### src/sv/btd_pkg.sv
// btd_pkg: shared types and constants for the beam trip detector.
// Used by btd_regs, btd_mul and beam_trip_detector; no dependencies.
`default_nettype none

package btd_pkg;

  localparam int ADDR_W = 4;   // four 32-bit registers at 4*i
  localparam int DATA_W = 32;
  localparam int CNT_W  = 16;
  localparam int SUM_W  = 24;
  localparam int AVG_W  = 8;   // user must keep AVG_COUNT at most 255; the block does not enforce it
  localparam int MUL_W  = 24;
  localparam int PROD_W = 2 * MUL_W;
  localparam int BAND_W = 40;  // m^2 * N * S fits in 4+4+8+24 bits

  localparam logic [15:0] MIN_RATE_RST       = 16'd10;
  localparam logic [15:0] COUNT_FLOOR_RST    = 16'd2;
  localparam logic [15:0] SKIP_LENGTH_RST    = 16'd201;
  localparam logic [3:0]  SIGMA_MULTIPLE_RST = 4'd4;

  typedef enum logic [1:0] {
    REG_MIN_RATE       = 2'd0,
    REG_COUNT_FLOOR    = 2'd1,
    REG_SKIP_LENGTH    = 2'd2,
    REG_SIGMA_MULTIPLE = 2'd3
  } reg_idx_t;

  typedef struct packed {
    logic [15:0] min_rate;
    logic [15:0] count_floor;
    logic [15:0] skip_length;
    logic [3:0]  sigma_multiple;
  } cfg_t;

  typedef enum logic [1:0] {
    EV_NONE = 2'd0,
    EV_BAND = 2'd1,
    EV_HIGH = 2'd2
  } ev_t;

  typedef enum logic [3:0] {
    ST_IDLE,
    ST_MRN,   // min_rate * N
    ST_MM,    // m * m
    ST_MMN,   // m^2 * N
    ST_BAND,  // m^2 * N * S
    ST_CN0,   // count * N
    ST_D0,
    ST_SQ0,
    ST_CN1,   // prev_one * N
    ST_D1,
    ST_SQ1,
    ST_CN2,   // prev_two * N
    ST_D2,
    ST_SQ2,
    ST_CHK,
    ST_FIN
  } state_t;

endpackage

`default_nettype wire

### src/sv/btd_regs.sv
// btd_regs: APB-style configuration register file.
// Depends on btd_pkg for the register map and the cfg_t struct.
`default_nettype none

module btd_regs (
  input  wire logic                     clk,
  input  wire logic                     rst,
  input  wire logic                     psel,
  input  wire logic                     penable,
  input  wire logic                     pwrite,
  input  wire logic [btd_pkg::ADDR_W-1:0] paddr,
  input  wire logic [btd_pkg::DATA_W-1:0] pwdata,
  output logic      [btd_pkg::DATA_W-1:0] prdata,
  output logic                          pready,
  output btd_pkg::cfg_t                 cfg
);

  btd_pkg::reg_idx_t idx;
  logic              wr_en;

  assign idx    = btd_pkg::reg_idx_t'(paddr[3:2]);
  assign pready = 1'b1;
  assign wr_en  = psel && penable && pwrite && pready;

  always_ff @(posedge clk) begin
    if (rst) begin
      cfg.min_rate       <= btd_pkg::MIN_RATE_RST;
      cfg.count_floor    <= btd_pkg::COUNT_FLOOR_RST;
      cfg.skip_length    <= btd_pkg::SKIP_LENGTH_RST;
      cfg.sigma_multiple <= btd_pkg::SIGMA_MULTIPLE_RST;
    end else if (wr_en) begin
      unique case (idx)
        btd_pkg::REG_MIN_RATE:       cfg.min_rate       <= pwdata[15:0];
        btd_pkg::REG_COUNT_FLOOR:    cfg.count_floor    <= pwdata[15:0];
        btd_pkg::REG_SKIP_LENGTH:    cfg.skip_length    <= pwdata[15:0];
        btd_pkg::REG_SIGMA_MULTIPLE: cfg.sigma_multiple <= pwdata[3:0];
        default:                     cfg.min_rate       <= cfg.min_rate;
      endcase
    end
  end

  always_comb begin
    unique case (idx)
      btd_pkg::REG_MIN_RATE:       prdata = {16'd0, cfg.min_rate};
      btd_pkg::REG_COUNT_FLOOR:    prdata = {16'd0, cfg.count_floor};
      btd_pkg::REG_SKIP_LENGTH:    prdata = {16'd0, cfg.skip_length};
      btd_pkg::REG_SIGMA_MULTIPLE: prdata = {28'd0, cfg.sigma_multiple};
      default:                     prdata = '0;
    endcase
  end

endmodule

`default_nettype wire

### src/sv/btd_mul.sv
// btd_mul: shared 24x24 multiplier with a registered product.
// Depends on btd_pkg for operand and product widths.
`default_nettype none

module btd_mul (
  input  wire logic                        clk,
  input  wire logic [btd_pkg::MUL_W-1:0]  a,
  input  wire logic [btd_pkg::MUL_W-1:0]  b,
  output logic      [btd_pkg::PROD_W-1:0] p
);

  always_ff @(posedge clk) begin
    p <= btd_pkg::PROD_W'(a) * btd_pkg::PROD_W'(b);
  end

endmodule

`default_nettype wire

### src/sv/beam_trip_detector.sv
// beam_trip_detector: baseline sum, sequencer and trip decision around one multiplier.
// Baseline item: the sum is registered on acceptance, and FIN moves the result into
// the output register once it is free; the next request waits for IDLE. Scan item:
// runs ten passes through the shared multiplier plus the difference and compare steps.
// A new request is taken while a finished result still waits in the output register.
// Reset (rst, synchronous, active high) clears the sum, history and counters, and
// returns the config registers to their defaults.
// Depends on btd_pkg, btd_regs and btd_mul.
`default_nettype none

module beam_trip_detector #(
  parameter int AVG_COUNT   = 200,
  parameter int BUFFER_SIZE = 65536
) (
  input  wire logic                        clk,
  input  wire logic                        rst,
  input  wire logic                        psel,
  input  wire logic                        penable,
  input  wire logic                        pwrite,
  input  wire logic [btd_pkg::ADDR_W-1:0] paddr,
  input  wire logic [btd_pkg::DATA_W-1:0] pwdata,
  output logic      [btd_pkg::DATA_W-1:0] prdata,
  output logic                            pready,
  input  wire logic                        in_valid,
  output logic                            in_ready,
  input  wire logic                        kind,
  input  wire logic [15:0]                count,
  input  wire logic                        first,
  output logic                            out_valid,
  input  wire logic                        out_ready,
  output logic      [1:0]                 event_res,
  output logic      [15:0]                sample_index,
  output logic      [15:0]                trip_number
);

  localparam logic [btd_pkg::AVG_W-1:0] AVG_N   = btd_pkg::AVG_W'(AVG_COUNT);
  localparam logic [16:0]               BUF_END = 17'(BUFFER_SIZE);

  btd_pkg::cfg_t   cfg;
  btd_pkg::state_t state, state_next;

  // state of the model
  logic [btd_pkg::SUM_W-1:0] baseline_sum;
  logic [15:0] prev_one, prev_two, buffer_position, skip_left, trips_in_buffer;

  // per-request work registers
  logic                        kind_r;
  logic [15:0]                 cur_count, pos_r;
  logic                        band_mode_r, out_now_r, in_one_r, in_two_r;
  logic [btd_pkg::BAND_W-1:0]  band_r;
  logic [btd_pkg::MUL_W-1:0]   d_r;

  logic [btd_pkg::MUL_W-1:0]   mul_a, mul_b;
  logic [btd_pkg::PROD_W-1:0]  prod;

  logic                        accept, out_load;
  logic [15:0]                 pos_in;
  logic [btd_pkg::SUM_W-1:0]   sum_base;
  logic [btd_pkg::SUM_W:0]     sum_wide;
  logic [btd_pkg::MUL_W-1:0]   cn, abs_diff;
  logic                        p_gt_band, p_lt_band;
  btd_pkg::ev_t                ev;
  logic [16:0]                 pos_inc;

  btd_regs u_regs (
    .clk     (clk),
    .rst     (rst),
    .psel    (psel),
    .penable (penable),
    .pwrite  (pwrite),
    .paddr   (paddr),
    .pwdata  (pwdata),
    .prdata  (prdata),
    .pready  (pready),
    .cfg     (cfg)
  );

  btd_mul u_mul (
    .clk (clk),
    .a   (mul_a),
    .b   (mul_b),
    .p   (prod)
  );

  // ---------------- sequencer ----------------
  always_ff @(posedge clk) begin
    if (rst) state <= btd_pkg::ST_IDLE;
    else     state <= state_next;
  end

  always_comb begin
    state_next = state;
    unique case (state)
      btd_pkg::ST_IDLE: begin
        if (accept) state_next = kind ? btd_pkg::ST_MRN : btd_pkg::ST_FIN;
      end
      btd_pkg::ST_MRN:  state_next = btd_pkg::ST_MM;
      btd_pkg::ST_MM:   state_next = btd_pkg::ST_MMN;
      btd_pkg::ST_MMN:  state_next = btd_pkg::ST_BAND;
      btd_pkg::ST_BAND: state_next = btd_pkg::ST_CN0;
      btd_pkg::ST_CN0:  state_next = btd_pkg::ST_D0;
      btd_pkg::ST_D0:   state_next = btd_pkg::ST_SQ0;
      btd_pkg::ST_SQ0:  state_next = btd_pkg::ST_CN1;
      btd_pkg::ST_CN1:  state_next = btd_pkg::ST_D1;
      btd_pkg::ST_D1:   state_next = btd_pkg::ST_SQ1;
      btd_pkg::ST_SQ1:  state_next = btd_pkg::ST_CN2;
      btd_pkg::ST_CN2:  state_next = btd_pkg::ST_D2;
      btd_pkg::ST_D2:   state_next = btd_pkg::ST_SQ2;
      btd_pkg::ST_SQ2:  state_next = btd_pkg::ST_CHK;
      btd_pkg::ST_CHK:  state_next = btd_pkg::ST_FIN;
      btd_pkg::ST_FIN: begin
        if (out_load) state_next = btd_pkg::ST_IDLE;
      end
      default:          state_next = btd_pkg::ST_IDLE;
    endcase
  end

  // operand select for the shared multiplier; in_ready is set in IDLE
  always_comb begin
    in_ready = 1'b0;
    mul_a    = '0;
    mul_b    = '0;
    unique case (state)
      btd_pkg::ST_IDLE: in_ready = 1'b1;
      btd_pkg::ST_MRN: begin
        mul_a = btd_pkg::MUL_W'(cfg.min_rate);
        mul_b = btd_pkg::MUL_W'(AVG_N);
      end
      btd_pkg::ST_MM: begin
        mul_a = btd_pkg::MUL_W'(cfg.sigma_multiple);
        mul_b = btd_pkg::MUL_W'(cfg.sigma_multiple);
      end
      btd_pkg::ST_MMN: begin
        mul_a = btd_pkg::MUL_W'(prod[7:0]);
        mul_b = btd_pkg::MUL_W'(AVG_N);
      end
      btd_pkg::ST_BAND: begin
        mul_a = btd_pkg::MUL_W'(prod[15:0]);
        mul_b = baseline_sum;
      end
      btd_pkg::ST_CN0: begin
        mul_a = btd_pkg::MUL_W'(cur_count);
        mul_b = btd_pkg::MUL_W'(AVG_N);
      end
      btd_pkg::ST_CN1: begin
        mul_a = btd_pkg::MUL_W'(prev_one);
        mul_b = btd_pkg::MUL_W'(AVG_N);
      end
      btd_pkg::ST_CN2: begin
        mul_a = btd_pkg::MUL_W'(prev_two);
        mul_b = btd_pkg::MUL_W'(AVG_N);
      end
      btd_pkg::ST_SQ0, btd_pkg::ST_SQ1, btd_pkg::ST_SQ2: begin
        mul_a = d_r;
        mul_b = d_r;
      end
      default: begin
        mul_a = '0;
        mul_b = '0;
      end
    endcase
  end

  // ---------------- datapath ----------------
  assign accept   = in_valid && in_ready;
  assign out_load = (state == btd_pkg::ST_FIN) && (!out_valid || out_ready);
  assign pos_in   = first ? 16'd0 : buffer_position;

  assign sum_base = first ? '0 : baseline_sum;
  assign sum_wide = {1'b0, sum_base} +
                    ((count > cfg.count_floor) ? (btd_pkg::SUM_W + 1)'(count) : '0);

  assign cn       = prod[btd_pkg::MUL_W-1:0];
  assign abs_diff = (cn >= baseline_sum) ? cn - baseline_sum : baseline_sum - cn;

  assign p_gt_band = prod > btd_pkg::PROD_W'(band_r);
  assign p_lt_band = prod < btd_pkg::PROD_W'(band_r);

  always_comb begin
    ev = btd_pkg::EV_NONE;
    priority if (skip_left != 16'd0) begin
      ev = btd_pkg::EV_NONE;
    end else if (band_mode_r) begin
      if (out_now_r && in_one_r && in_two_r) ev = btd_pkg::EV_BAND;
    end else if (cur_count > cfg.min_rate) begin
      ev = btd_pkg::EV_HIGH;
    end
  end

  assign pos_inc = {1'b0, pos_r} + 17'd1;

  always_ff @(posedge clk) begin
    if (accept) begin
      kind_r    <= kind;
      cur_count <= count;
      pos_r     <= pos_in;
    end
    unique case (state)
      btd_pkg::ST_MM:  band_mode_r <= baseline_sum > prod[btd_pkg::SUM_W-1:0];
      btd_pkg::ST_CN0: band_r      <= prod[btd_pkg::BAND_W-1:0];
      btd_pkg::ST_D0, btd_pkg::ST_D1, btd_pkg::ST_D2: d_r <= abs_diff;
      btd_pkg::ST_CN1: out_now_r   <= p_gt_band;
      btd_pkg::ST_CN2: in_one_r    <= p_lt_band;
      btd_pkg::ST_CHK: in_two_r    <= p_lt_band;
      default:         d_r         <= d_r;
    endcase
  end

  always_ff @(posedge clk) begin
    if (rst) begin
      baseline_sum    <= '0;
      prev_one        <= '0;
      prev_two        <= '0;
      buffer_position <= '0;
      skip_left       <= '0;
      trips_in_buffer <= '0;
    end else if (accept) begin
      if (!kind) begin
        baseline_sum <= sum_wide[btd_pkg::SUM_W] ? '1 : sum_wide[btd_pkg::SUM_W-1:0];
      end else if (pos_in == 16'd0) begin
        // buffer start: trip count and skip cleared, history taken equal to this sample
        trips_in_buffer <= '0;
        skip_left       <= '0;
        prev_one        <= count;
        prev_two        <= count;
      end
    end else if (out_load && kind_r) begin
      if (skip_left != 16'd0)        skip_left <= skip_left - 16'd1;
      else if (ev == btd_pkg::EV_BAND) skip_left <= cfg.skip_length;
      if (ev != btd_pkg::EV_NONE && trips_in_buffer != 16'hFFFF) begin
        trips_in_buffer <= trips_in_buffer + 16'd1;
      end
      prev_two        <= prev_one;
      prev_one        <= cur_count;
      buffer_position <= (pos_inc >= BUF_END) ? 16'd0 : pos_inc[15:0];
    end
  end

  // output register
  always_ff @(posedge clk) begin
    if (rst) begin
      out_valid <= 1'b0;
    end else if (out_load) begin
      out_valid <= 1'b1;
    end else if (out_ready) begin
      out_valid <= 1'b0;
    end
  end

  always_ff @(posedge clk) begin
    if (out_load) begin
      event_res    <= kind_r ? ev : btd_pkg::EV_NONE;
      sample_index <= kind_r ? pos_r : 16'd0;
      trip_number  <= kind_r ? trips_in_buffer : 16'd0;
    end
  end

  // ---------------- checks ----------------
  a_fin_delivers: assert property (@(posedge clk) disable iff (rst)
    (state == btd_pkg::ST_FIN && !out_valid) |=> out_valid)
    else $error("finished request not moved to output register");

  a_buffer_start: assert property (@(posedge clk) disable iff (rst)
    (accept && kind && first) |=> (trips_in_buffer == 16'd0 && skip_left == 16'd0))
    else $error("buffer start did not clear trip state");

  a_band_mode: assert property (@(posedge clk) disable iff (rst)
    (out_load && kind_r && ev == btd_pkg::EV_BAND) |-> (band_mode_r && skip_left == 16'd0))
    else $error("band trip outside band mode or during skip");

  a_no_accept_busy: assert property (@(posedge clk) disable iff (rst)
    (state != btd_pkg::ST_IDLE && state != btd_pkg::ST_FIN) |=> !$past(accept))
    else $error("request accepted while sequencer busy");

endmodule

`default_nettype wire
### config.mk
export PLATFORM = sky130hd
export DESIGN_NAME = beam_trip_detector
export DESIGN_NICKNAME = d
export VERILOG_FILES = /design/src/sv/btd_pkg.sv /design/src/sv/btd_regs.sv /design/src/sv/btd_mul.sv /design/src/sv/beam_trip_detector.sv
export SDC_FILE = /design/constraint.sdc
export NUM_CORES = 2
export LEC_CHECK = 0
export BUFFER_PORTS_ARGS = -buffer_cell sky130_fd_sc_hd__buf_4
export CAP_MARGIN = 0
export CORE_MARGIN = 10
export CORE_UTILIZATION = 25
export CTS_CLUSTER_SIZE = 20
export DETAILED_ROUTE_END_ITERATION = 10
export GPL_ROUTABILITY_DRIVEN = 0
export PLACE_DENSITY = 0.39
export SETUP_SLACK_MARGIN = 0.3
export SYNTH_ARGS = -nofsm -noshare
export SYNTH_HDL_FRONTEND = slang
export SYNTH_HIERARCHICAL = 1
export SYNTH_SLANG_ARGS = --single-unit
### constraint.sdc
create_clock -name clk -period 9.84 [get_ports clk]
set_input_delay 0.492 -clock clk [delete_from_list [all_inputs] [get_ports clk]]
set_output_delay 0.492 -clock clk [all_outputs]
set_load 0.01 [all_outputs]
==> results by stage <==
Run status:
- The flow ran to the end, and the final reports show no timing, DRC or antenna violations.

CTS:
- The clock latency on the worst-skew pair is 590 ps.
- The number of levels in the clock H-tree is 2.
- The clock transition at the registers of the reported paths is 60 ps.
- The CTS root buffer is clkbuf_16.
- Counting the buffers created by CTS gives 43.
- The clock net in this run drives a total of 344 sinks.
- The number of buffers between clock root and the deepest sink is 3.
- The number of gates resized after CTS is 0.
- The post-CTS setup repair buffer count is 0.
- The TritonCTS clock tree is built.
- For this design, the CTS-stage hold fixing added 0 buffers.

Route:
- The number of violations reported at the end of detailed-routing iteration 0 is 1,755.
- The remaining antenna violation count is 0.
- Dividing the detail-routed wire length by the instance count gives 19.3 µm.
- The first detailed-routing pass took 5 iterations.
- Using the TritonRoute via totals, the vias-per-cell ratio works out to 4.58.
- For this run, design rule violations remaining after detail routing come to 0.
- The final layout contains routed wiring with a total length of 123,000 µm.
- The detailed router placed 29,300 vias in this run.

Setup path:
- The delay of the slowest cell on the worst path is 620 ps.
- The worst setup path is captured at a flop.
- The required time at the worst-slack endpoint is 10,330 ps.
- Among all stages on the critical path, the largest delay is contributed by dfxtp_1.
- In this design, the largest share of critical-path delay is due to adder cells.
- The worst reg2reg path startpoint is state[0].
- The launch point of the worst path is state[0].
- Of all nets on the critical path, the largest fanout is 24.
- For the worst setup path, the data arrival time is 9530 ps.
- The critical path startpoint category is a flop.
- The worst setup path is of the flop to flop kind.
- The end of the worst register-to-register path is u_mul/p[47].
- The critical path buffer and inverter count is 9.
- Across all register-to-register paths, the minimum setup slack is 810 ps.
- The number of cells on the worst reg-to-reg path is 31.

Pwr:
- The internal portion of the total power is 3.48 mW.
- Of the total power, the share spent switching nets is 0.413.
- The clock network power share is 0.268.
- The largest vdd supply drop is 129 µV.
- The post-layout total power is 5.94 mW.
- The share of total power dissipated in sequential elements is 0.300.
- The combinational share of power is 0.432.
- The static leakage is 19.6 nW.
- The reported net switching power is 2.45 mW.
- The total power density per cell area is 137 nW/µm².

Finish:
- The summed area of non-filler cells in the final layout is 43,200 µm².
- Leaving out fill and tap cells, the most frequent cells in the layout are inv_1, nand2_1, fa_1.
- From synthesis to final layout, the design area changed by 12.0%.
- The fraction of final layout cells sized beyond drive strength 1 is 0.0759.
- The antenna diode instance count is 0.
- The final layout contains 5,169 nets.
- For this run, the share of the core covered by cells in the final layout is 0.281.
- The library cell used most frequently in the layout, excluding fill and tap cells, is inv_1.
- The final cell count without fillers is 6,389.

Die:
- The floorplan step set the die height to 413 µm.
- The horizontal die dimension is 413 µm.
- The starting density of the core is 0.251.
- For this design the top-level I/O count stands at 130.
- The number of rows in the core area is 144.
- The area of the placeable core is 154,000 µm².
- The area of the die is 170,000 µm².

STA:
- Setup repair after global routing left no endpoint under its margin.
- The final setup TNS is 0 ps.
- Across all hold checks on the routed design, the worst slack comes to 88.7 ps.
- In this run the tightest slew margin relative to its limit is 0.273.
- The achievable frequency is 0.111 GHz.
- The hold violation count in the final report is 0.
- For the pin with the worst max-slew slack, the measured transition is 1090 ps.
- The max-slew violation total from the final report came to 0.
- The minimum clock period is 9030 ps.
- The final period utilization is 0.918.
- The clock arrives with 29.2 ps of skew.
- Setup slack closes at 808 ps.
- Setup violations remaining at the end of the flow were counted as 0.

Synthesis:
- The area share of the largest cell type after synthesis is 0.252.
- The number of different library cells in the post-synthesis netlist is 101.
- Yosys printed 6 warnings.
- The count of flip-flops with a built-in enable after synthesis is 135.
- Summed over all instances, the cell type with the most area after synthesis is fa_1.
- Synthesis produced a netlist whose cell count is 4,274.
- In the post-synthesis netlist, the biggest area contributors are fa_1, dfxtp_1, edfxtp_1.
- In this run the cell area of the synthesized design comes to 38,600 µm².
- The synthesized area per cell is 9.02 µm².
- The part of the Yosys area used for sequential elements is 0.214.
- The async set or reset register ratio after synthesis is 0.
- The dominant synthesized flop cell is dfxtp_1.
- The number of flip-flops and latches in the synthesized netlist is 344.

Hold path:
- The capture endpoint of the worst hold path is cur_count[0].
- The worst hold path begins at count[0].
- Along the worst hold path, the cell count comes to 1.
- The min-delay analysis places its worst path in the category input pin to flop.

Global route:
- For this run, the total global-route usage over all layers was measured as 0.144.
- The first global-routing pass estimated 191,000 µm of wire.
- Entering global routing, the biggest net connects 99 pins.
- The via count of the first global-routing pass is 30,700.
- The initial antenna violation count is 11.
- The total congestion overflow is 0.

Place:
- The wire-length estimate of the detail-placed layout is 99,300 µm.
- The placed instances occupy a cell area of 41,800 µm².
- The quantity of I/O buffers inserted on ports is 94.
- The setup slack after placement is 786 ps.
- The number of placed instances, taps included, is 6,309.

Run:
- The number of maximum-capacitance violations is 0.
==> flip-flops by register name, summed over array words and instances, names as in the netlist, 24 cells and up <==
register and flops:
u_regs/cfg 52, u_mul/p 48, band_r 40, baseline_sum 24, d_r 24
==> routing by layer <==
| metal | share of wire | vias up | track usage |
|---|---|---|---|
| met5 | 0.00011 | - | 0 |
| met4 | 0.015 | 2 | 0.0237 |
| met3 | 0.041 | 114 | 0.0164 |
| met2 | 0.46 | 563 | 0.234 |
| met1 | 0.49 | 14700 | 0.206 |
| li1 | - | 13900 | - |
==> cells in the mapped netlist (7+ instances only) <==
cell	n
nor2_1	186
and2_1	364
o21ai_0	87
or2_2	10
fa_1	485
edfxtp_1	135
o2111ai_1	7
a31oi_1	24
a21boi_0	7
a22oi_1	49
xnor2_1	57
nand2b_1	76
clkbuf_1	181
mux2i_1	73
inv_1	716
nor3_1	42
a211oi_1	19
nor4_1	19
and4_1	7
o21a_1	10
o21bai_1	21
buf_2	10
a221oi_1	20
dfxtp_1	209
a311oi_1	35
xor2_1	38
and3_1	17
nor2b_1	34
o31ai_1	16
ha_1	313
nand2_1	494
nand4_1	49
o211ai_1	16
a21o_1	87
nand3_1	58
a21oi_1	132
buf_4	21
or3_1	11
==> power by group through the flow <==
| stage | Clock (mW) | Sequential (mW) | Combinational (mW) |
|---|---|---|---|
| floorplan | 0 | 1.75 | 1.74 |
| global placement | 0 | 1.81 | 2.57 |
| detailed placement | 0 | 1.81 | 2.54 |
| CTS | 1.65 | 1.78 | 2.56 |
| global route | 1.70 | 1.79 | 2.81 |
| finish | 1.59 | 1.78 | 2.57 |
==> how the worst max path moves through the flow <==
stage / end / cells after the start / slack (ps)
2_1_floorplan: u_mul/p[45] / 31 / 970
3_3_place_gp: u_mul/p[47] / 31 / 750
3_5_place_dp: u_mul/p[47] / 31 / 790
4_1_cts: u_mul/p[47] / 31 / 750
5_1_grt: u_mul/p[45] / 29 / 420
6_report: u_mul/p[47] / 31 / 810
==> final cells by class <==
class,count,area [µm²]
flip-flops and latches,344,8240
fillers,16600,110000
well taps,2044,2560
multi-input cells,3008,26800
inverters,716,2690
clock buffers,55,1140
repair buffers,197,1500
clock inverters,25,245
==> kinds of logic after synthesis <==
group,after synthesis,synth area share
compound gates,618,0.112
xor+xnor,95,0.0216
fa+ha+maj,798,0.353
buf+inv,937,0.0944
flops,344,0.214
mux,81,0.0225
other cells,2,0.000195
simple gates,1399,0.182
Power figures use the tool's default switching activity.
